[config.mk]
export PLATFORM = sky130hd
export DESIGN_NAME = fir_decimator_65tap_top
export DESIGN_NICKNAME = d
export VERILOG_FILES = /design/src/sv/fdec_pkg.sv /design/src/sv/fdec_cell.sv /design/src/sv/fdec_mac.sv /design/src/sv/fir_decimator_65tap_top.sv
export SDC_FILE = /design/constraint.sdc
export NUM_CORES = 2
export LEC_CHECK = 0
export ABC_AREA = 1
export BUFFER_PORTS_ARGS = -buffer_cell sky130_fd_sc_hd__buf_2
export CORE_MARGIN = 5
export CORE_UTILIZATION = 65
export DETAILED_ROUTE_END_ITERATION = 10
export MAX_ROUTING_LAYER = met4
export PLACE_DENSITY = 0.9
export REMOVE_ABC_BUFFERS = 1
export SLEW_MARGIN = 25
export SYNTH_ARGS = -nofsm -noshare
export SYNTH_HDL_FRONTEND = slang
export SYNTH_SLANG_ARGS = --single-unit
[constraint.sdc]
create_clock -name clk -period 10.85 [get_ports clk]
set_clock_uncertainty 0.15 [all_clocks]
set_input_delay 3.255 -clock clk [delete_from_list [all_inputs] [get_ports clk]]
set_output_delay 3.255 -clock clk [all_outputs]
set_load 0.02 [all_outputs]
[src/sv/fdec_pkg.sv]
// ----------------------------------------------------------------------------
// Decimating FIR package
// Shared widths, the symmetric tap sets, and the control bundle for the MAC.
// ----------------------------------------------------------------------------
package fdec_pkg;

	localparam int TAPS        = 65;
	localparam int SAMPLE_BITS = 24;
	localparam int COEF_BITS   = 18;
	localparam int OUT_BITS    = 26;
	localparam int HALF_TAPS   = 33;
	localparam int PROD_BITS   = SAMPLE_BITS + COEF_BITS;
	localparam int ACC_BITS    = PROD_BITS + 7;
	localparam int STEP_BITS   = $clog2(TAPS);
	localparam int PHASE_BITS  = 5;
	localparam int FACTOR_BITS = 6;
	localparam int CFG_IDX_BITS = 8;

	// Register indexes on the configuration port.
	localparam logic [CFG_IDX_BITS-1:0] REG_DECIM_FACTOR = 8'd0;
	localparam logic [CFG_IDX_BITS-1:0] REG_COEF_SELECT  = 8'd1;

	localparam logic [FACTOR_BITS-1:0] FACTOR_MAX   = 6'd32;
	localparam logic [FACTOR_BITS-1:0] FACTOR_RESET = 6'd4;

	typedef enum logic [1:0] {
		ST_IDLE,
		ST_RUN,
		ST_DRAIN,
		ST_FINISH
	} fdec_state_t;

	typedef struct packed {
		logic clear;   // start a new sum
		logic mul_en;  // a sample/tap pair is presented this cycle
	} mac_ctrl_t;

	typedef logic signed [COEF_BITS-1:0] coef_t;

	// Taps 0..32 of each set; tap k equals tap 64-k.
	localparam coef_t LP15K [HALF_TAPS] = '{
		18'sd0, 18'sd52, 18'sd102, 18'sd143, 18'sd158, 18'sd131, 18'sd49, -18'sd89,
		-18'sd263, -18'sd430, -18'sd528, -18'sd495, -18'sd290, 18'sd87, 18'sd578,
		18'sd1069, 18'sd1405, 18'sd1432, 18'sd1040, 18'sd211, -18'sd950, -18'sd2214,
		-18'sd3248, -18'sd3681, -18'sd3183, -18'sd1546, 18'sd1248, 18'sd4994,
		18'sd9277, 18'sd13533, 18'sd17150, 18'sd19577, 18'sd20431
	};

	localparam coef_t LP2K5 [HALF_TAPS] = '{
		18'sd69, 18'sd83, 18'sd104, 18'sd132, 18'sd170, 18'sd221, 18'sd284, 18'sd362,
		18'sd456, 18'sd567, 18'sd695, 18'sd840, 18'sd1002, 18'sd1181, 18'sd1374,
		18'sd1581, 18'sd1799, 18'sd2027, 18'sd2261, 18'sd2499, 18'sd2738, 18'sd2974,
		18'sd3205, 18'sd3426, 18'sd3634, 18'sd3826, 18'sd4000, 18'sd4152, 18'sd4280,
		18'sd4381, 18'sd4455, 18'sd4500, 18'sd4515
	};

	// Tap k of the selected set; taps beyond the last one are zero.
	function automatic coef_t tap_value(input logic [STEP_BITS-1:0] k, input logic sel);
		logic [STEP_BITS-1:0] idx;
		coef_t                c;
		idx = (k <= STEP_BITS'(HALF_TAPS - 1)) ? k : STEP_BITS'(2 * (HALF_TAPS - 1)) - k;
		c = sel ? LP2K5[idx[5:0]] : LP15K[idx[5:0]];
		if (k > STEP_BITS'(2 * (HALF_TAPS - 1))) begin
			c = '0;
		end
		return c;
	endfunction

endpackage

[src/sv/fdec_cell.sv]
// ----------------------------------------------------------------------------
// Sample cell
// One stage of the sample ring: takes the upstream word on a new sample,
// or the downstream word while the ring rotates past the MAC.
// ----------------------------------------------------------------------------
module fdec_cell (
	input  logic                                   clk,
	input  logic                                   arst_n,
	input  logic                                   load,
	input  logic                                   rotate,
	input  logic signed [fdec_pkg::SAMPLE_BITS-1:0] load_in,
	input  logic signed [fdec_pkg::SAMPLE_BITS-1:0] rot_in,
	output logic signed [fdec_pkg::SAMPLE_BITS-1:0] q
);

	logic signed [fdec_pkg::SAMPLE_BITS-1:0] sample_q;

	always_ff @(posedge clk or negedge arst_n) begin
		if (!arst_n) begin
			sample_q <= '0;
		end else if (load) begin
			sample_q <= load_in;
		end else if (rotate) begin
			sample_q <= rot_in;
		end
	end

	assign q = sample_q;

endmodule

[src/sv/fdec_mac.sv]
// ----------------------------------------------------------------------------
// Multiply-accumulate unit
// A registered multiplier followed by the accumulator for one filter sum.
// ----------------------------------------------------------------------------
module fdec_mac (
	input  logic                                   clk,
	input  logic                                   arst_n,
	input  fdec_pkg::mac_ctrl_t                    ctrl,
	input  logic signed [fdec_pkg::SAMPLE_BITS-1:0] sample,
	input  fdec_pkg::coef_t                        coef,
	output logic signed [fdec_pkg::ACC_BITS-1:0]    acc
);

	logic signed [fdec_pkg::PROD_BITS-1:0] prod_s1;
	logic                                  prod_vld_s1;
	logic signed [fdec_pkg::ACC_BITS-1:0]  acc_q;

	always_ff @(posedge clk or negedge arst_n) begin
		if (!arst_n) begin
			prod_vld_s1 <= 1'b0;
		end else begin
			prod_vld_s1 <= ctrl.mul_en;
		end
	end

	always_ff @(posedge clk) begin
		prod_s1 <= sample * coef;
	end

	always_ff @(posedge clk or negedge arst_n) begin
		if (!arst_n) begin
			acc_q <= '0;
		end else if (ctrl.clear) begin
			acc_q <= '0;
		end else if (prod_vld_s1) begin
			acc_q <= acc_q + {{(fdec_pkg::ACC_BITS - fdec_pkg::PROD_BITS){prod_s1[
				fdec_pkg::PROD_BITS-1]}}, prod_s1};
		end
	end

	assign acc = acc_q;

endmodule

[src/sv/fir_decimator_65tap_top.sv]
// A new sample is taken only in the idle state, once the single MAC has
// visited all 65 taps in turn while the sample ring rotates past it. A kept word that
// finds the output register still full holds the block until that word leaves.
// Reset: history and phase clear to zero, decim_factor to 4, coef_select to 0.
// ----------------------------------------------------------------------------
// Decimating 65-tap FIR filter
// Symmetric lowpass FIR with selectable tap set, keeping one output in every
// decim_factor input samples.
// ----------------------------------------------------------------------------
module fir_decimator_65tap_top (
	input  logic                                           clk,
	input  logic                                           arst_n,
	// sample channel
	input  logic                                           in_valid,
	output logic                                           in_ready,
	input  logic signed [fdec_pkg::SAMPLE_BITS-1:0]        sample_in,
	// result channel
	output logic                                           out_valid,
	input  logic                                           out_ready,
	output logic signed [fdec_pkg::OUT_BITS-1:0]           filtered,
	// configuration channel
	input  logic                                           cfg_valid,
	output logic                                           cfg_ready,
	input  logic [fdec_pkg::CFG_IDX_BITS-1:0]              cfg_index,
	input  logic [fdec_pkg::FACTOR_BITS-1:0]               cfg_data
);

	// The sample ring holds the new sample in cell 0 and the past samples in
	// cells 1 to 64, newest first. A new word shifts the ring by one place,
	// dropping the oldest sample once this sum has used it. During the sum
	// the ring rotates towards cell 0 once per cycle, so cell 0 presents the
	// sample for tap k at step k; after 65 steps it is back in order.

	fdec_pkg::fdec_state_t state_q, state_d;

	logic [fdec_pkg::STEP_BITS-1:0]   step_q;
	logic [fdec_pkg::PHASE_BITS-1:0]  phase_q;
	logic [fdec_pkg::FACTOR_BITS-1:0] factor_q;
	logic                             coef_sel_q;
	logic                             emit_q;
	logic                             out_valid_q;
	logic signed [fdec_pkg::OUT_BITS-1:0] filtered_q;

	logic in_accept;
	logic rotate;
	logic out_load;
	fdec_pkg::mac_ctrl_t mac_ctrl;

	logic signed [fdec_pkg::SAMPLE_BITS-1:0] ring [fdec_pkg::TAPS];
	logic signed [fdec_pkg::ACC_BITS-1:0]    acc;
	logic [fdec_pkg::ACC_BITS-1:0]           rounded;

	logic [fdec_pkg::FACTOR_BITS-1:0] eff_factor;
	logic [fdec_pkg::FACTOR_BITS-1:0] phase_next;

	assign in_ready  = (state_q == fdec_pkg::ST_IDLE);
	assign in_accept = in_valid && in_ready;
	assign cfg_ready = 1'b1;
	assign rotate    = (state_q == fdec_pkg::ST_RUN);

	// Sample ring.
	genvar gi;
	generate
		for (gi = 0; gi < fdec_pkg::TAPS; gi++) begin : g_cell
			if (gi == 0) begin : g_head
				fdec_cell u_cell (
					.clk     (clk),
					.arst_n  (arst_n),
					.load    (in_accept),
					.rotate  (rotate),
					.load_in (sample_in),
					.rot_in  (ring[1]),
					.q       (ring[0])
				);
			end else if (gi == fdec_pkg::TAPS - 1) begin : g_tail
				fdec_cell u_cell (
					.clk     (clk),
					.arst_n  (arst_n),
					.load    (in_accept),
					.rotate  (rotate),
					.load_in (ring[gi-1]),
					.rot_in  (ring[0]),
					.q       (ring[gi])
				);
			end else begin : g_mid
				fdec_cell u_cell (
					.clk     (clk),
					.arst_n  (arst_n),
					.load    (in_accept),
					.rotate  (rotate),
					.load_in (ring[gi-1]),
					.rot_in  (ring[gi+1]),
					.q       (ring[gi])
				);
			end
		end
	endgenerate

	// The MAC takes cell 0 with the tap for the current step.
	assign mac_ctrl.clear  = in_accept;
	assign mac_ctrl.mul_en = rotate;

	fdec_mac u_mac (
		.clk    (clk),
		.arst_n (arst_n),
		.ctrl   (mac_ctrl),
		.sample (ring[0]),
		.coef   (fdec_pkg::tap_value(step_q, coef_sel_q)),
		.acc    (acc)
	);

	// Round half up, drop the fractional bits of the taps and keep 26 bits.
	assign rounded = acc + (fdec_pkg::ACC_BITS'(1) << (fdec_pkg::COEF_BITS - 2));

	// Sequencer.
	always_ff @(posedge clk or negedge arst_n) begin
		if (!arst_n) begin
			state_q <= fdec_pkg::ST_IDLE;
		end else begin
			state_q <= state_d;
		end
	end

	always_comb begin
		state_d  = state_q;
		out_load = 1'b0;
		unique case (state_q)
			fdec_pkg::ST_IDLE: begin
				if (in_accept) begin
					state_d = fdec_pkg::ST_RUN;
				end
			end
			fdec_pkg::ST_RUN: begin
				if (step_q == fdec_pkg::STEP_BITS'(fdec_pkg::TAPS - 1)) begin
					state_d = fdec_pkg::ST_DRAIN;
				end
			end
			fdec_pkg::ST_DRAIN: begin
				state_d = fdec_pkg::ST_FINISH;
			end
			fdec_pkg::ST_FINISH: begin
				// A decimated-away sample leaves at once; a kept one waits
				// for the output register to be free.
				if (!emit_q) begin
					state_d = fdec_pkg::ST_IDLE;
				end else if (!out_valid_q || out_ready) begin
					out_load = 1'b1;
					state_d  = fdec_pkg::ST_IDLE;
				end
			end
			default: begin
				state_d = fdec_pkg::ST_IDLE;
			end
		endcase
	end

	always_ff @(posedge clk or negedge arst_n) begin
		if (!arst_n) begin
			step_q <= '0;
		end else if (in_accept) begin
			step_q <= '0;
		end else if (rotate) begin
			step_q <= step_q + 1'b1;
		end
	end

	// Decimation phase: a factor of zero acts as one, above 32 as 32. The
	// phase wraps to zero when its successor reaches the factor, which also
	// covers a factor lowered below the current phase.
	always_comb begin
		eff_factor = factor_q;
		if (factor_q == '0) begin
			eff_factor = fdec_pkg::FACTOR_BITS'(1);
		end else if (factor_q > fdec_pkg::FACTOR_MAX) begin
			eff_factor = fdec_pkg::FACTOR_MAX;
		end
		phase_next = {1'b0, phase_q} + 1'b1;
	end

	always_ff @(posedge clk or negedge arst_n) begin
		if (!arst_n) begin
			phase_q <= '0;
			emit_q  <= 1'b0;
		end else if (in_accept) begin
			emit_q  <= (phase_q == '0);
			phase_q <= (phase_next >= eff_factor) ? '0 : phase_next[fdec_pkg::PHASE_BITS-1:0];
		end
	end

	// Configuration registers; writes to unknown indexes are dropped.
	always_ff @(posedge clk or negedge arst_n) begin
		if (!arst_n) begin
			factor_q   <= fdec_pkg::FACTOR_RESET;
			coef_sel_q <= 1'b0;
		end else if (cfg_valid) begin
			unique case (cfg_index)
				fdec_pkg::REG_DECIM_FACTOR: factor_q   <= cfg_data;
				fdec_pkg::REG_COEF_SELECT:  coef_sel_q <= cfg_data[0];
				default: ;
			endcase
		end
	end

	// Output register: a finished word waits here while the next sample is
	// already being filtered.
	always_ff @(posedge clk or negedge arst_n) begin
		if (!arst_n) begin
			out_valid_q <= 1'b0;
		end else if (out_load) begin
			out_valid_q <= 1'b1;
		end else if (out_ready) begin
			out_valid_q <= 1'b0;
		end
	end

	always_ff @(posedge clk) begin
		if (out_load) begin
			filtered_q <= rounded[fdec_pkg::COEF_BITS-1 +: fdec_pkg::OUT_BITS];
		end
	end

	assign out_valid = out_valid_q;
	assign filtered  = filtered_q;

endmodule
; Word level (Yosys, flattened, before mapping)
; Memory sizes are Yosys's and may differ from the RTL's.
; Cells that the tools add are included.
[totals]
memories = 2
reg_bits = 1701
rom_bits = 2304
[memory_table]
columns = name, depth, width, read_ports, rd_clocked_by_memory_dff, wr, line
row1 = (no name shown), 64, 18, 1, 0, 0, fdec_pkg.sv:62  ; c = sel ? LP2K5[idx[5:0]] : LP15K[idx[5:0]];
row2 = (no name shown), 64, 18, 1, 0, 0, fdec_pkg.sv:62
[classes]
mux = 154
add_sub_neg = 5
n_mul = 1
bitwise = 1
reduce_logical = 13
n_lt_le_gt_ge = 5
n_eq_ne = 8
[ops]
columns = operator, n
row1 = $mux W24, 130
row2 = $mux W18, 6
row3 = $mux W49, 2
row4 = $add A49 B49 Y49, 1
row5 = $add A43 B18 Y43 const B, 1
row6 = $mul A24 B18 Y42, 1
row7 = $mux W6, 3
row8 = $mux W7, 2
row9 = $eq A8 B1 Y1 const B, 1
row10 = $logic_not A8 Y1, 1
row11 = $mux W2, 4
row12 = $pmux W2 S4, 1
row13 = $add A7 B1 Y7 const B, 1
row14 = $eq A7 B7 Y1 const B, 1
row15 = $ge A7 B7 Y1 const B, 1
row16 = $gt A7 B7 Y1 const B, 1
row17 = $le A7 B6 Y1 const B, 1
row18 = $not A6 Y7, 1
row19 = $add A5 B1 Y6 const B, 1
row20 = $ge A6 B6 Y1, 1
row21 = $gt A6 B6 Y1 const B, 1
row22 = $logic_not A6 Y1, 1
row23 = $reduce_bool A2 Y1, 3
row24 = $sub A1 B6 Y6 const A, 1
row25 = 14 further kinds, 20

; Depth between registers and ports, before layout
[logic_depth]
depth_word = 9
ltp_mapped = 46
ltp_nobuf = 44

; Modules after synthesis
; Synthesis repeated with hierarchy kept, for this count alone.
[hier_totals]
cells_unflattened = 12554
hier_area_um2 = 101640.0
[modules_own_cells]
columns = mod, seq_area_each_um2, area_per_inst_um2, n_inst, cells_per_inst
row1 = fdec_cell, 600.6, 1133.6, 65, 132
row2 = fdec_mac, 2092.0, 23573.9, 1, 3359
row3 = fir_decimator_65tap_top, 1357.6, 4383.0, 1, 615

; Worst setup path after synthesis
; Ideal clock, no wire load.
[synth_timing]
kind = register to register
startpoint = register step_q[0] in the netlist's numbering
endpoint = register u_mac.prod_s1[41] in the netlist's numbering
arrival_time_ns = 7.296
path_stages_with_launch = 39
setup_slack_ns = 3.292
required_time_ns = 10.588
n_path_buf = 2
cell_sequence = dfrtp_1 -> inv_1 -> ha_1 -> buf_2 -> nand3_2 -> nand2_4 -> inv_2 -> nand2_1 -> nand2_1 -> ha_1 -> nor2_1 -> nand2_1 -> nand3_1 -> nand2_1 -> o21ai_1 -> nand2_1 -> nand3_1 -> buf_4 -> [3 not listed] -> inv_1 -> fa_1 -> inv_1 -> fa_1 -> inv_1 -> fa_1 -> fa_1 -> inv_1 -> ha_1 -> inv_1 -> nor3_1 -> nand2_1 -> nor2_1 -> nand3_1 -> nand3_1 -> inv_1 -> nand2_1 -> nand2_1
[synth_between]
elab_chain_len = 9
[synth_lines]
columns = item, line
row1 = start: declaration, fir_decimator_65tap_top.sv:36  ; logic [fdec_pkg::STEP_BITS-1:0] step_q;
row2 = start signal: assignment, fir_decimator_65tap_top.sv:163  ; step_q <= step_q + 1'b1;
row3 = $sub A1 B6 Y6 or $le A7 B6 Y1 (tied branches), fdec_pkg.sv:61  ; idx = (k <= STEP_BITS'(HALF_TAPS - 1)) ? k : STEP_BITS'(2 * (HALF_TAPS - 1)) - k;
row4 = $mux W6, fdec_pkg.sv:61
row5 = $not A6 Y7 (implied by the code), fdec_pkg.sv:62
row6 = $mem_v2 Z64 W18, --
row7 = $mux W18 (implied by the code) (2 in series), fdec_pkg.sv:62
row8 = $mux W18, fdec_pkg.sv:62
row9 = $mux W18 *, fdec_pkg.sv:63  ; if (k > STEP_BITS'(2 * (HALF_TAPS - 1))) begin
row10 = $mul A24 B18 Y42 *, fdec_mac.sv:27  ; prod_s1 <= sample * coef;
row11 = end signal: assignment, fdec_mac.sv:27
row12 = end: declaration, fdec_mac.sv:14  ; logic signed [fdec_pkg::PROD_BITS-1:0] prod_s1;
; Mark *: on every way between the ends. The rest lies on a longest branch, timed or not. The select of a mux whose other input is x is not followed.
; A chain may end at the register's enable or synchronous reset.

; Final worst setup path
[layout_timing]
startpoint = register step_q[0] in the netlist's numbering
endpoint = register u_mac.prod_s1[40] in the netlist's numbering
; Same word-level chain as after synthesis.

==> metrics <==
GPL Wtd Cong around 0.95; clk_lat worst skew between 0.8 and 0.9 ns; initial antenna violation count 6; register area 42,300 sq um; worst-path fanout max 18; period utilization 87.8%; dpl cells 13,100; kind of critical path flip-flop to flip-flop; gr ovfl total 0; Die Area 156,000 sq um; FP Rows about 140; CTS Root Cell clkbuf_16; post-route DRC violation count 0; multi-input logic area 42,500 sq um; Worst Tran Pin Value 1.08 ns; Worst-path clk slew 0.06 ns; status completed; Max stage delay on crit path 0.70 ns; Post-synth ARST share 96.0%; final setup fails 0; Setup TNS 0 ns; area of the mapped netlist 96,600 sq um; area grow syn2layout 6.95%; CTS Hold Buffers Added 0; CTS tree done; largest net degree at the start of global routing approximately 370; Die X 396 microns; required time worst endpoint 11.39 ns; fin util 70.0%; number of top-level pins 72; fraction of layout cells with a size suffix above 1 4.55%; Inserted Clock Buffers 175; Max Cap Viol 0; vias per cell between 6 and 7; Fmax 0.105 GHz; wire per inst 19.6 microns; most frequent cells after synthesis o21ai_0, inv_1, dfrtp_1; startpoint type of the worst setup path flip-flop; Sinks on Clock Net between 1,500 and 2,000; Setup WS post-layout 1.33 ns; initial core utilization 65.4%; area leader, netlist dfrtp_1; final wirelength 263,000 microns; Non-Filler Instances between 10,000 and 15,000; syn_area_per_cell 8.17 sq um; pre-CTS WS 1.53 ns; RSZ-0062 raised after global routing no; CP max-delay cell nand2_1; I/O Buffers 70; Iter 0 DRT Violations 10,500; Mapped Cells ~12,000; # fillers 11,000; CP Data Arrival Time 10.07 ns; Worst path most repeated cell inv_1; net total in the final layout 12,000; Post-CTS Resized 0; CP Capture Type flip-flop; unique cell type count in the Yosys netlist between 50 and 60; H-tree depth 4; Tmin final 9.52 ns; global-route wire length before repair 427,000 microns; Detailed Place HPWL approximately 170,000 microns; CORE AREA 148,000 sq um; vias 81,500; Synth Flop Type dfrtp_1; Rel. slew slack 27.6%; clock buffer depth 3; Hold Violations, Final 0; Pre-Repair DR Iteration Count 7; Routed Antenna Nets 0; most common cell in the netlist o21ai_0; Post-synth EDFFs 26; top cell type's share of synthesized area 42.1%; HP Class flip-flop to flip-flop; Post CTS Setup Buffer Count 0; dominant cells by area after synthesis dfrtp_1, o21ai_0, inv_1; number of global-route vias before repair just under 80,000; post-synthesis sequential area ratio 43.8%; overall routing resource usage 34.5%; Synth Register Bits 1,695; yosys warns 0; die height 396 microns; Slew Limit Fails 0
-- logic make-up after synthesis --
| kind of cell | synth area share [%] |
|---|---|
| adder cells (fa/ha/maj) | 11.0 |
| AO/OA/AOI/OAI | 26.1 |
| XOR/XNOR | 0.645 |
| flip-flops | 43.8 |
| buffers and inverters | 12.2 |
| AND/OR/NAND/NOR | 6.18 |
| other | 0.00388 |
| multiplexers | 0.0466 |
-- routing by layer --
layer	vias to the layer above	track usage, %	part of all wire, %
li1	37700	-	-
met1	39800	48.0	42
met2	3450	52.5	47
met3	528	5.86	7.8
met4	0	10.7	3.5
met5	-	-	0
-- flip-flops by register name, indices dropped and copies added (netlist names), 5 cells and up --
| register | cells |
|---|---|
| filtered | 26 |
| g_cell.g_mid.u_cell.q | 1512 |
| phase_q | 5 |
| step_q | 7 |
| g_cell.g_tail.u_cell.q | 24 |
| g_cell.g_head.u_cell.q | 24 |
| u_mac.acc | 43 |
| factor_q | 6 |
| u_mac.prod_s1 | 42 |
-- through the flow --
step	hold slack [ns]	instance area, sq um
after global placement	0.321	97100
final	0.329	103000
after floorplan	0.296	93400
after detailed placement	0.326	97100
after CTS	0.334	103000
after global routing	0.344	103000
-- layout by cell type (no fill, tap or decap), types with 11 or more instances in the layout --
cell type / count
nand4_1: 135
inv_2: 12
clkbuf_1: 42
inv_1: 2255
buf_4: 62
xnor2_1: 18
edfxtp_1: 26
dfxtp_1: 42
a21oi_1: 140
buf_2: 69
nor2_2: 26
buf_12: 19
dfrtp_1: 1626
nor2_1: 376
nand3_1: 197
ha_1: 172
fa_1: 422
bufinv_16: 12
o21bai_1: 20
nor3_1: 35
xor2_1: 50
nand2_2: 11
o21ai_0: 4800
clkbuf_16: 176
clkinv_2: 23
clkinv_1: 16
clkbuf_8: 43
nand2_1: 547
-- layout make-up --
class / instances / area share [%]
Antenna cell: 3 / 0.00727
Clock buffer: 261 / 4.99
Multi-Input combinational cell: 7039 / 41.2
Clock inverter: 59 / 0.822
Timing Repair Buffer: 164 / 1.40
Tap cell: 1930 / 2.34
Sequential cell: 1695 / 41.0
Inverter: 2284 / 8.32
-- worst paths after layout --
kind	from	to	slack, ns	cells past startpoint
worst max-delay path	step_q[0]	u_mac.prod_s1[40]	1.33	32
worst min-delay path	g_cell[21].g_mid.u_cell.q[8]	g_cell[22].g_mid.u_cell.q[8]	0.33	2
worst max register to register	step_q[0]	u_mac.prod_s1[40]	1.33	32
worst min register to register	g_cell[21].g_mid.u_cell.q[8]	g_cell[22].g_mid.u_cell.q[8]	0.33	2
max in group asynchronous	arst_n	g_cell[21].g_mid.u_cell.q[2]	6.21	3
min in group asynchronous	arst_n	g_cell[9].g_mid.u_cell.q[21]	2.35	1
-- worst max-delay path: cells and delay by family, from the launching register on --
kind,cells,cell delay (ns)
xor+xnor,1,0.15
compound gates,1,0.45
flops,1,0.61
fa+ha+maj,9,4.46
buf+inv,6,0.72
simple gates,15,2.80
Power is not shown: default switching activity piles up to over one toggle a cycle in this logic, so the estimate is an artifact.
